### config.mk
export PLATFORM = sky130hd
export DESIGN_NAME = gather_elements_address_gen
export DESIGN_NICKNAME = d
export VERILOG_FILES = /design/src/rtl/core/gea_pkg.sv /design/src/rtl/core/gather_elements_address_gen.sv /design/src/rtl/core/gea_queue.sv /design/src/rtl/core/gea_front.sv /design/src/rtl/core/gea_back.sv
export SDC_FILE = /design/constraint.sdc
export NUM_CORES = 2
export LEC_CHECK = 0
export CAP_MARGIN = 30
export CORE_MARGIN = 5
export CORE_UTILIZATION = 30
export DETAILED_ROUTE_END_ITERATION = 8
export DONT_BUFFER_PORTS = 1
export HOLD_SLACK_MARGIN = 0.05
export PLACE_DENSITY_LB_ADDON = 0.3
export REMOVE_ABC_BUFFERS = 1
export SLEW_MARGIN = 0
export SYNTH_ARGS = -nofsm -noshare
export SYNTH_HDL_FRONTEND = slang
export SYNTH_SLANG_ARGS = --single-unit
### constraint.sdc
create_clock -name i_clk -period 14.35 [get_ports i_clk]
set_input_delay 1.435 -clock i_clk [delete_from_list [all_inputs] [get_ports i_clk]]
set_output_delay 1.435 -clock i_clk [all_outputs]
set_load 0.1 [all_outputs]
### src/rtl/core/gea_pkg.sv
// shared types and constants for the gather address generator
package gea_pkg;

    // default geometry
    localparam int GEA_MAX_DIMS  = 4;
    localparam int GEA_DIM_BITS  = 16;
    localparam int GEA_ADDR_BITS = 32;

    // queue between front and back
    localparam int QUEUE_DEPTH = 4;
    localparam int QPTR_W      = $clog2(QUEUE_DEPTH);
    localparam int QCNT_W      = $clog2(QUEUE_DEPTH + 1);

    // configuration register map
    localparam int CFG_IDX_W = 3;

    typedef enum logic [CFG_IDX_W-1:0] {
        CFG_NUM_DIMS    = 3'd0,
        CFG_GATHER_AXIS = 3'd1,
        CFG_IN_DIMS     = 3'd2,
        CFG_OUT_DIMS    = 3'd3,
        CFG_INDEX_WIDE  = 3'd4
    } t_cfg_idx;

    // register reset values
    localparam logic [2:0]  NUM_DIMS_RST    = 3'd1;
    localparam logic [2:0]  GATHER_AXIS_RST = 3'd0;
    localparam logic [63:0] DIMS_RST        = 64'h0001_0001_0001_0001;
    localparam logic        INDEX_WIDE_RST  = 1'b0;

    // per-beat sideband carried with each element
    typedef struct packed {
        logic [31:0] position;
        logic        fixed;
        logic        last;
    } t_tag;

    // queue status seen by front, back and the top level
    typedef struct packed {
        logic              full;
        logic              empty;
        logic [QCNT_W-1:0] count;
    } t_qstat;

endpackage

### src/rtl/core/gather_elements_address_gen.sv
// top level of the gather source-address generator
// throughput: one beat per cycle while the output is not stalled;
// the first back stage starts the sum; each later one holds one multiply-add
// the front can run up to QUEUE_DEPTH beats ahead while the output is stalled
// reset (synchronous, active low) zeroes the odometer, position counter and queue
// and loads the register defaults: one dimension, axis 0, all extents one
module gather_elements_address_gen
    import gea_pkg::*;
#(
    parameter int MAX_DIMS  = GEA_MAX_DIMS,
    parameter int DIM_BITS  = GEA_DIM_BITS,
    parameter int ADDR_BITS = GEA_ADDR_BITS
) (
    input  logic                 i_clk,
    input  logic                 i_rst_n,
    // configuration write channel
    input  logic                 i_cfg_valid,
    output logic                 o_cfg_ready,
    input  logic [CFG_IDX_W-1:0] i_cfg_index,
    input  logic [63:0]          i_cfg_data,
    // index channel
    input  logic                 i_in_valid,
    output logic                 o_in_stall,
    input  logic signed [63:0]   i_index_value,
    // address channel
    output logic                 o_out_valid,
    input  logic                 i_out_stall,
    output logic [31:0]          o_source_address,
    output logic [31:0]          o_out_position,
    output logic                 o_index_fixed,
    output logic                 o_last_element
);

    localparam int CW = MAX_DIMS * DIM_BITS;
    localparam int QW = CW + MAX_DIMS + $bits(t_tag);

    logic [2:0]          r_num_dims;
    logic signed [2:0]   r_gather_axis;
    logic [63:0]         r_in_dims;
    logic [63:0]         r_out_dims;
    logic                r_index_wide;

    logic [CW-1:0]       in_ext;
    logic [CW-1:0]       out_ext;

    logic                push;
    logic                pop;
    logic [CW-1:0]       f_coords;
    logic [MAX_DIMS-1:0] f_used;
    t_tag                f_tag;
    logic [QW-1:0]       q_rdata;
    t_qstat              q_stat;
    logic [CW-1:0]       b_coords;
    logic [MAX_DIMS-1:0] b_used;
    t_tag                b_tag;

    // configuration registers
    assign o_cfg_ready = 1'b1;

    always_ff @(posedge i_clk) begin
        if (!i_rst_n) begin
            r_num_dims    <= NUM_DIMS_RST;
            r_gather_axis <= GATHER_AXIS_RST;
            r_in_dims     <= DIMS_RST;
            r_out_dims    <= DIMS_RST;
            r_index_wide  <= INDEX_WIDE_RST;
        end else if (i_cfg_valid && o_cfg_ready) begin
            unique case (i_cfg_index)
                CFG_NUM_DIMS:    r_num_dims    <= i_cfg_data[2:0];
                CFG_GATHER_AXIS: r_gather_axis <= i_cfg_data[2:0];
                CFG_IN_DIMS:     r_in_dims     <= i_cfg_data;
                CFG_OUT_DIMS:    r_out_dims    <= i_cfg_data;
                CFG_INDEX_WIDE:  r_index_wide  <= i_cfg_data[0];
                default: ;
            endcase
        end
    end

    // extent fields; anything past bit 63 reads as zero
    for (genvar d = 0; d < MAX_DIMS; d++) begin : g_ext
        localparam int LO = d * DIM_BITS;
        if (LO + DIM_BITS <= 64) begin : g_full
            assign in_ext[LO +: DIM_BITS]  = r_in_dims[LO +: DIM_BITS];
            assign out_ext[LO +: DIM_BITS] = r_out_dims[LO +: DIM_BITS];
        end else if (LO < 64) begin : g_part
            assign in_ext[LO +: DIM_BITS]  = DIM_BITS'(r_in_dims[63:LO]);
            assign out_ext[LO +: DIM_BITS] = DIM_BITS'(r_out_dims[63:LO]);
        end else begin : g_none
            assign in_ext[LO +: DIM_BITS]  = '0;
            assign out_ext[LO +: DIM_BITS] = '0;
        end
    end

    // front: classify index and step the odometer
    gea_front #(
        .MAX_DIMS (MAX_DIMS),
        .DIM_BITS (DIM_BITS)
    ) u_front (
        .i_clk         (i_clk),
        .i_rst_n       (i_rst_n),
        .i_num_dims    (r_num_dims),
        .i_gather_axis (r_gather_axis),
        .i_index_wide  (r_index_wide),
        .i_in_ext      (in_ext),
        .i_out_ext     (out_ext),
        .i_in_valid    (i_in_valid),
        .i_index_value (i_index_value),
        .i_q_stat      (q_stat),
        .o_in_stall    (o_in_stall),
        .o_push        (push),
        .o_coords      (f_coords),
        .o_used        (f_used),
        .o_tag         (f_tag)
    );

    // decoupling queue
    gea_queue #(
        .WIDTH (QW)
    ) u_queue (
        .i_clk   (i_clk),
        .i_rst_n (i_rst_n),
        .i_push  (push),
        .i_wdata ({f_coords, f_used, f_tag}),
        .i_pop   (pop),
        .o_rdata (q_rdata),
        .o_stat  (q_stat)
    );

    assign {b_coords, b_used, b_tag} = q_rdata;

    // back: address arithmetic and output register
    gea_back #(
        .MAX_DIMS  (MAX_DIMS),
        .DIM_BITS  (DIM_BITS),
        .ADDR_BITS (ADDR_BITS)
    ) u_back (
        .i_clk            (i_clk),
        .i_rst_n          (i_rst_n),
        .i_in_ext         (in_ext),
        .i_q_stat         (q_stat),
        .i_coords         (b_coords),
        .i_used           (b_used),
        .i_tag            (b_tag),
        .o_pop            (pop),
        .o_out_valid      (o_out_valid),
        .i_out_stall      (i_out_stall),
        .o_source_address (o_source_address),
        .o_out_position   (o_out_position),
        .o_index_fixed    (o_index_fixed),
        .o_last_element   (o_last_element)
    );

    // queue occupancy never exceeds its depth
    a_q_bound: assert property (@(posedge i_clk) disable iff (!i_rst_n)
        q_stat.count <= QCNT_W'(QUEUE_DEPTH))
        else $error("queue occupancy above depth");

    // a full queue holds off the index channel
    a_full_stall: assert property (@(posedge i_clk) disable iff (!i_rst_n)
        q_stat.full |-> o_in_stall)
        else $error("index beat possible while queue full");

    // the beat after a final element restarts at position zero
    a_wrap_pos: assert property (@(posedge i_clk) disable iff (!i_rst_n)
        push && $past(push) && $past(f_tag.last) && $past(i_rst_n)
            |-> f_tag.position == '0)
        else $error("position did not wrap after last element");

    // the back end never pops an empty queue
    a_pop_empty: assert property (@(posedge i_clk) disable iff (!i_rst_n)
        pop |-> !q_stat.empty && (q_stat.count != '0))
        else $error("pop from empty queue");

endmodule

### src/rtl/core/gea_queue.sv
// short fifo between the classifying front and the address back end
module gea_queue
    import gea_pkg::*;
#(
    parameter int WIDTH = 8
) (
    input  logic             i_clk,
    input  logic             i_rst_n,
    input  logic             i_push,
    input  logic [WIDTH-1:0] i_wdata,
    input  logic             i_pop,
    output logic [WIDTH-1:0] o_rdata,
    output t_qstat           o_stat
);

    logic [WIDTH-1:0]  r_mem [QUEUE_DEPTH];
    logic [QPTR_W-1:0] r_wr_ptr;
    logic [QPTR_W-1:0] r_rd_ptr;
    logic [QCNT_W-1:0] r_count;
    logic [QCNT_W-1:0] n_count;

    // storage write
    always_ff @(posedge i_clk) begin
        if (i_push) begin
            r_mem[r_wr_ptr] <= i_wdata;
        end
    end

    // occupancy update
    always_comb begin
        unique case ({i_push, i_pop})
            2'b10:   n_count = r_count + QCNT_W'(1);
            2'b01:   n_count = r_count - QCNT_W'(1);
            default: n_count = r_count;
        endcase
    end

    // pointers and count
    always_ff @(posedge i_clk) begin
        if (!i_rst_n) begin
            r_wr_ptr <= '0;
            r_rd_ptr <= '0;
            r_count  <= '0;
        end else begin
            if (i_push) begin
                r_wr_ptr <= r_wr_ptr + QPTR_W'(1);
            end
            if (i_pop) begin
                r_rd_ptr <= r_rd_ptr + QPTR_W'(1);
            end
            r_count <= n_count;
        end
    end

    assign o_rdata      = r_mem[r_rd_ptr];
    assign o_stat.full  = (r_count == QCNT_W'(QUEUE_DEPTH));
    assign o_stat.empty = (r_count == '0);
    assign o_stat.count = r_count;

endmodule

### src/rtl/core/gea_front.sv
// front end: index fix-up, output odometer and position counter
module gea_front
    import gea_pkg::*;
#(
    parameter int MAX_DIMS = GEA_MAX_DIMS,
    parameter int DIM_BITS = GEA_DIM_BITS
) (
    input  logic                         i_clk,
    input  logic                         i_rst_n,
    input  logic [2:0]                   i_num_dims,
    input  logic signed [2:0]            i_gather_axis,
    input  logic                         i_index_wide,
    input  logic [MAX_DIMS*DIM_BITS-1:0] i_in_ext,
    input  logic [MAX_DIMS*DIM_BITS-1:0] i_out_ext,
    input  logic                         i_in_valid,
    input  logic signed [63:0]           i_index_value,
    input  t_qstat                       i_q_stat,
    output logic                         o_in_stall,
    output logic                         o_push,
    output logic [MAX_DIMS*DIM_BITS-1:0] o_coords,
    output logic [MAX_DIMS-1:0]          o_used,
    output t_tag                         o_tag
);

    localparam int AXW = (MAX_DIMS > 1) ? $clog2(MAX_DIMS) : 1;

    logic [DIM_BITS-1:0] r_coord [MAX_DIMS];
    logic [DIM_BITS-1:0] n_coord [MAX_DIMS];
    logic [31:0]         r_position;
    logic [31:0]         n_position;
    logic [AXW-1:0]      axis;
    logic [MAX_DIMS-1:0] used;
    logic [DIM_BITS-1:0] ext_ax;
    logic [63:0]         g_sel;
    logic [63:0]         g_adj;
    logic                fixed;
    logic [DIM_BITS-1:0] g_dim;
    logic                wrap;

    // dimension count and axis clamping
    always_comb begin
        int nd_i;
        int ax_i;
        nd_i = int'(i_num_dims);
        if (nd_i < 1) begin
            nd_i = 1;
        end
        if (nd_i > MAX_DIMS) begin
            nd_i = MAX_DIMS;
        end
        ax_i = int'(i_gather_axis);
        if (ax_i < 0) begin
            ax_i = ax_i + nd_i;
        end
        if (ax_i < 0) begin
            ax_i = 0;
        end
        if (ax_i >= nd_i) begin
            ax_i = nd_i - 1;
        end
        axis = AXW'(ax_i);
        for (int d = 0; d < MAX_DIMS; d++) begin
            used[d] = (d < nd_i);
        end
    end

    assign ext_ax = i_in_ext[axis*DIM_BITS +: DIM_BITS];

    // index: narrow sign extension, one wrap by the extent, range check
    always_comb begin
        g_sel = i_index_wide ? i_index_value
                             : {{32{i_index_value[31]}}, i_index_value[31:0]};
        g_adj = g_sel[63] ? (g_sel + 64'(ext_ax)) : g_sel;
        fixed = g_adj[63] || (g_adj >= 64'(ext_ax));
        g_dim = fixed ? '0 : g_adj[DIM_BITS-1:0];
    end

    // odometer step, innermost dimension first
    always_comb begin
        logic                carry;
        logic [DIM_BITS-1:0] ext;
        logic [DIM_BITS:0]   inc;
        carry = 1'b1;
        ext   = '0;
        inc   = '0;
        for (int d = MAX_DIMS - 1; d >= 0; d--) begin
            n_coord[d] = r_coord[d];
            ext = i_out_ext[d*DIM_BITS +: DIM_BITS];
            if (ext == '0) begin
                ext = DIM_BITS'(1);
            end
            inc = {1'b0, r_coord[d]} + (DIM_BITS+1)'(1);
            if (used[d] && carry) begin
                if (inc >= {1'b0, ext}) begin
                    n_coord[d] = '0;
                end else begin
                    n_coord[d] = inc[DIM_BITS-1:0];
                    carry      = 1'b0;
                end
            end
        end
        wrap       = carry;
        n_position = carry ? '0 : (r_position + 32'd1);
    end

    // odometer and counter registers advance on each accepted beat
    always_ff @(posedge i_clk) begin
        if (!i_rst_n) begin
            for (int d = 0; d < MAX_DIMS; d++) begin
                r_coord[d] <= '0;
            end
            r_position <= '0;
        end else if (o_push) begin
            for (int d = 0; d < MAX_DIMS; d++) begin
                r_coord[d] <= n_coord[d];
            end
            r_position <= n_position;
        end
    end

    // work item towards the queue
    always_comb begin
        for (int d = 0; d < MAX_DIMS; d++) begin
            o_coords[d*DIM_BITS +: DIM_BITS] = (AXW'(d) == axis) ? g_dim : r_coord[d];
        end
    end

    assign o_used       = used;
    assign o_tag.position = r_position;
    assign o_tag.fixed  = fixed;
    assign o_tag.last   = wrap;
    assign o_in_stall   = i_q_stat.full;
    assign o_push       = i_in_valid && !i_q_stat.full;

endmodule

### src/rtl/core/gea_back.sv
// back end: row-major address by one stride multiply per stage after the first
module gea_back
    import gea_pkg::*;
#(
    parameter int MAX_DIMS  = GEA_MAX_DIMS,
    parameter int DIM_BITS  = GEA_DIM_BITS,
    parameter int ADDR_BITS = GEA_ADDR_BITS
) (
    input  logic                         i_clk,
    input  logic                         i_rst_n,
    input  logic [MAX_DIMS*DIM_BITS-1:0] i_in_ext,
    input  t_qstat                       i_q_stat,
    input  logic [MAX_DIMS*DIM_BITS-1:0] i_coords,
    input  logic [MAX_DIMS-1:0]          i_used,
    input  t_tag                         i_tag,
    output logic                         o_pop,
    output logic                         o_out_valid,
    input  logic                         i_out_stall,
    output logic [31:0]                  o_source_address,
    output logic [31:0]                  o_out_position,
    output logic                         o_index_fixed,
    output logic                         o_last_element
);

    localparam int LAST = MAX_DIMS - 1;

    logic [MAX_DIMS-1:0]          r_vld;
    logic [ADDR_BITS-1:0]         r_acc  [MAX_DIMS];
    logic [MAX_DIMS*DIM_BITS-1:0] r_crd  [MAX_DIMS];
    logic [MAX_DIMS-1:0]          r_used [MAX_DIMS];
    t_tag                         r_tag  [MAX_DIMS];
    logic                         en;

    // whole pipe moves when the output slot is free or being taken
    assign en    = !r_vld[LAST] || !i_out_stall;
    assign o_pop = en && !i_q_stat.empty;

    // stage valids
    always_ff @(posedge i_clk) begin
        if (!i_rst_n) begin
            r_vld <= '0;
        end else if (en) begin
            r_vld[0] <= !i_q_stat.empty;
            for (int k = 1; k < MAX_DIMS; k++) begin
                r_vld[k] <= r_vld[k-1];
            end
        end
    end

    // first stage: outermost coordinate starts the sum
    always_ff @(posedge i_clk) begin
        if (en) begin
            r_acc[0]  <= ADDR_BITS'(i_coords[DIM_BITS-1:0]);
            r_crd[0]  <= i_coords;
            r_used[0] <= i_used;
            r_tag[0]  <= i_tag;
        end
    end

    // later stages: acc * extent + coordinate, skipped for unused dims
    for (genvar k = 1; k < MAX_DIMS; k++) begin : g_stage
        logic [ADDR_BITS+DIM_BITS-1:0] prod;
        logic [ADDR_BITS-1:0]          n_acc;

        always_comb begin
            prod = {{DIM_BITS{1'b0}}, r_acc[k-1]}
                 * {{ADDR_BITS{1'b0}}, i_in_ext[k*DIM_BITS +: DIM_BITS]};
            if (r_used[k-1][k]) begin
                n_acc = prod[ADDR_BITS-1:0]
                      + ADDR_BITS'(r_crd[k-1][k*DIM_BITS +: DIM_BITS]);
            end else begin
                n_acc = r_acc[k-1];
            end
        end

        always_ff @(posedge i_clk) begin
            if (en) begin
                r_acc[k]  <= n_acc;
                r_crd[k]  <= r_crd[k-1];
                r_used[k] <= r_used[k-1];
                r_tag[k]  <= r_tag[k-1];
            end
        end
    end

    assign o_out_valid      = r_vld[LAST];
    assign o_source_address = 32'(r_acc[LAST]);
    assign o_out_position   = r_tag[LAST].position;
    assign o_index_fixed    = r_tag[LAST].fixed;
    assign o_last_element   = r_tag[LAST].last;

endmodule

==> results.cfg <==
[die]
io-pin-count = 205
core-area_um2 = 249000
chipHeight_um = 510
rows = 183
die-area_um2 = 260000
die_w_um = 510
initial_utilization = 0.302

[layout]
area_growth_pct = 10.3
final_cell_mix = nand2_1, inv_1, fa_1
final_common_cell = nand2_1
drive_gt1_frac = 0.0684
final_nets = 8198

[critical_path]
arrival_ps = 10970
worst_setup_path_start_kind = flop
required_ps = 14730
critPathMaxFanout = 52
slowest_delay_ps = 670
end_kind = flop
crit_slowest_cell = a21oi_1
path_class = flop to flop
reg2reg_slack_ps = 3760

[sta]
finalHoldViolCount = 0
period_share = 0.738
setup_violations = 0
rsz0062_at_grt = no
slew_headroom = 0.310
fin_crit_ps = 10590
drv_slew = 0
clock.fmax_mhz = 94.4
finalSetupTns_ps = 0
worst_pin_slew_ps = 1010
clock_skew_ps = 108

[yosys]
ys.flop_type = edfxtp_1
netlist_top_cells_area = edfxtp_1, fa_1, ha_1, nand2_1, inv_1
syn_avg_cell_area_um2 = 10.8
ys_seq_area_frac = 0.375
async_flop_share = 0
yosysTopAreaCell = edfxtp_1
yosys_warnings = 0
syn_inst = 6935
ys_ff_latch = 998
synth.top_cell.area_share = 0.327
synth_cell_type_count = 75
synth_area_um2 = 75100
synth_edf_count = 818

[power_and_ir_drop]
p_sw_frac = 0.422
p_total_mw = 13.6
p_leak_nw = 32.0
intPower_mw = 7.87
powerDensity_nw_per_um2 = 165
comb_power_share = 0.385
switchingPower_mw = 5.76
seq_power_share = 0.399
vdd_drop_max_mv = 0.164
p_clk_frac = 0.216

[drt]
drc = 0
detail-route-antenna-nets = 0
via_per_inst = 4.87
wire_per_inst_um = 21.6
finalWirelength_mm = 222
vias = 49975
drt_pre_antenna_iters = 6
drtIter0Drc = 3778

[clock_tree]
cts.sinks = 998
ctsResizeCount = 0
ctsHoldBuffers = 0
cts_inserted_buffers = 109
root_buffer = clkbuf_16
clk_latency_ps = 770
clock_path_buffers = 3
cts_tree = done
cts_max_level = 3
cts.clk_slew.worst_paths_ps = 60
cts_setup_buffers = 0

[global_routing]
grt_max_degree = 103
grt_usage = 0.169
gr-total-overflow = 0
antenna_found_initial = 17
grt_pass1_wl_mm = 336
grt_pass1_vias = 52794

[flow_run]
drv_cap = 0

[hold_path]
hold_path.class = flop to flop

[placed_design]
gp_congestion = 0.865
numPortBuffers = 0
place_hpwl_mm = 164

[run_status]
outcome = finished, final reports clean
flip-flops by register name (all words and copies together) (netlist names), named ones only:
register            cells
u_front.r_coord        64
r_index_wide            1
u_queue.r_rd_ptr        2
u_front.r_position     32
u_back.r_vld            4
u_back.r_tag          136
u_queue.r_wr_ptr        2
u_back.r_crd          112
u_back.r_used           6
u_queue.r_count         3
r_gather_axis           3
in_ext                 64
out_ext                64
u_back.r_acc           96
r_num_dims              3
u_queue.r_mem         404
worst paths after layout:
kind / from / end / cells after the start
worst max-delay path: r_num_dims[2] / u_queue.r_mem[1][38] / 34
worst max register to register: r_num_dims[2] / u_queue.r_mem[1][38] / 34
worst min register to register: u_back.r_crd[1][56] / u_back.r_crd[2][56] / 0
worst min-delay path: u_back.r_crd[1][56] / u_back.r_crd[2][56] / 0
kinds of logic after synthesis:
group	synth area share
and+or+nand+nor	0.133
buffers and inverters	0.0716
adders and majority gates	0.291
DFF	0.375
AOI/OAI and AO/OA	0.0528
xor gates and xnor gates	0.0288
muxes	0.0471
other	0.0000499
power by group through the flow:
| stage | clock (mW) | sequential [mW] | combinational, mW |
|---|---|---|---|
| floorplan | 0 | 5.21 | 3.61 |
| global placement | 0 | 5.49 | 5.21 |
| detailed placement | 0 | 5.49 | 5.29 |
| CTS | 3.03 | 5.44 | 5.32 |
| global route | 3.14 | 5.51 | 5.91 |
| finish | 2.95 | 5.44 | 5.25 |
final cells by class:
cell class | count | area [µm²]
clock buffer | 126 | 2810
timing repair buffer | 98 | 877
multi-input combinational | 4509 | 41600
fill | 24993 | 166000
inverter | 1110 | 4170
tap | 3330 | 4170
antenna | 22 | 55.1
clock inverter | 78 | 958
sequential | 998 | 28200
cells in the mapped netlist, types with 8 or more instances:
library cell and instances:
nand3_1 157, nand2b_1 18, edfxtp_1 818, o21ai_0 116
xor2_1 86, a211oi_1 14, dfxtp_1 180, and4_1 9
o21bai_1 8, a21oi_1 260, mux2_2 62, nor4_1 33
clkbuf_1 284, a31oi_1 30, nor3_1 69, o31ai_1 17
nand4_1 45, and2_1 345, mux2i_1 55, nor2b_1 75
o21ai_1 9, a21o_1 65, fa_1 851, and3_1 48
o21a_1 20, nand2_1 1163, mux4_2 101, ha_1 385
buf_1 27, nor2_1 150, o211ai_1 14, or2_2 11
o41ai_1 14, xnor2_1 161, or3_1 14, inv_1 1108
o2111ai_1 10
critical path, delay by kind of cell (launching register included):
kind / cells / cell delay [ps]
fa+ha+maj: 4 / 1460
flops: 1 / 510
simple gates: 8 / 1660
mux: 2 / 460
buf+inv: 4 / 1000
xor+xnor: 1 / 160
compound gates: 15 / 4860
metrics by stage:
stage / worst slack [ps] / std cells / util / instance area, µm² / hold slack (ps)
floorplan: 3410 / 6617 / - / 73900 / 400
global placement: 3990 / 10036 / 0.317 / 78800 / 402
detailed placement: 3860 / 10041 / 0.317 / 78900 / 405
CTS: 3700 / 10245 / 0.332 / 82700 / 336
global route: 3040 / 10259 / 0.333 / 82800 / 377
finish: 3760 / 10271 / 0.333 / 82800 / 353
per-layer routing:
metal  vias to the layer above  GRT usage  part of all wire
met3                       300     0.0326             0.064
met1                     25818      0.224              0.43
met2                      1438      0.283              0.48
met5                         -          0          0.000058
li1                      22417          -                 -
met4                         2     0.0502             0.029
(Power assumes the default switching activity.)
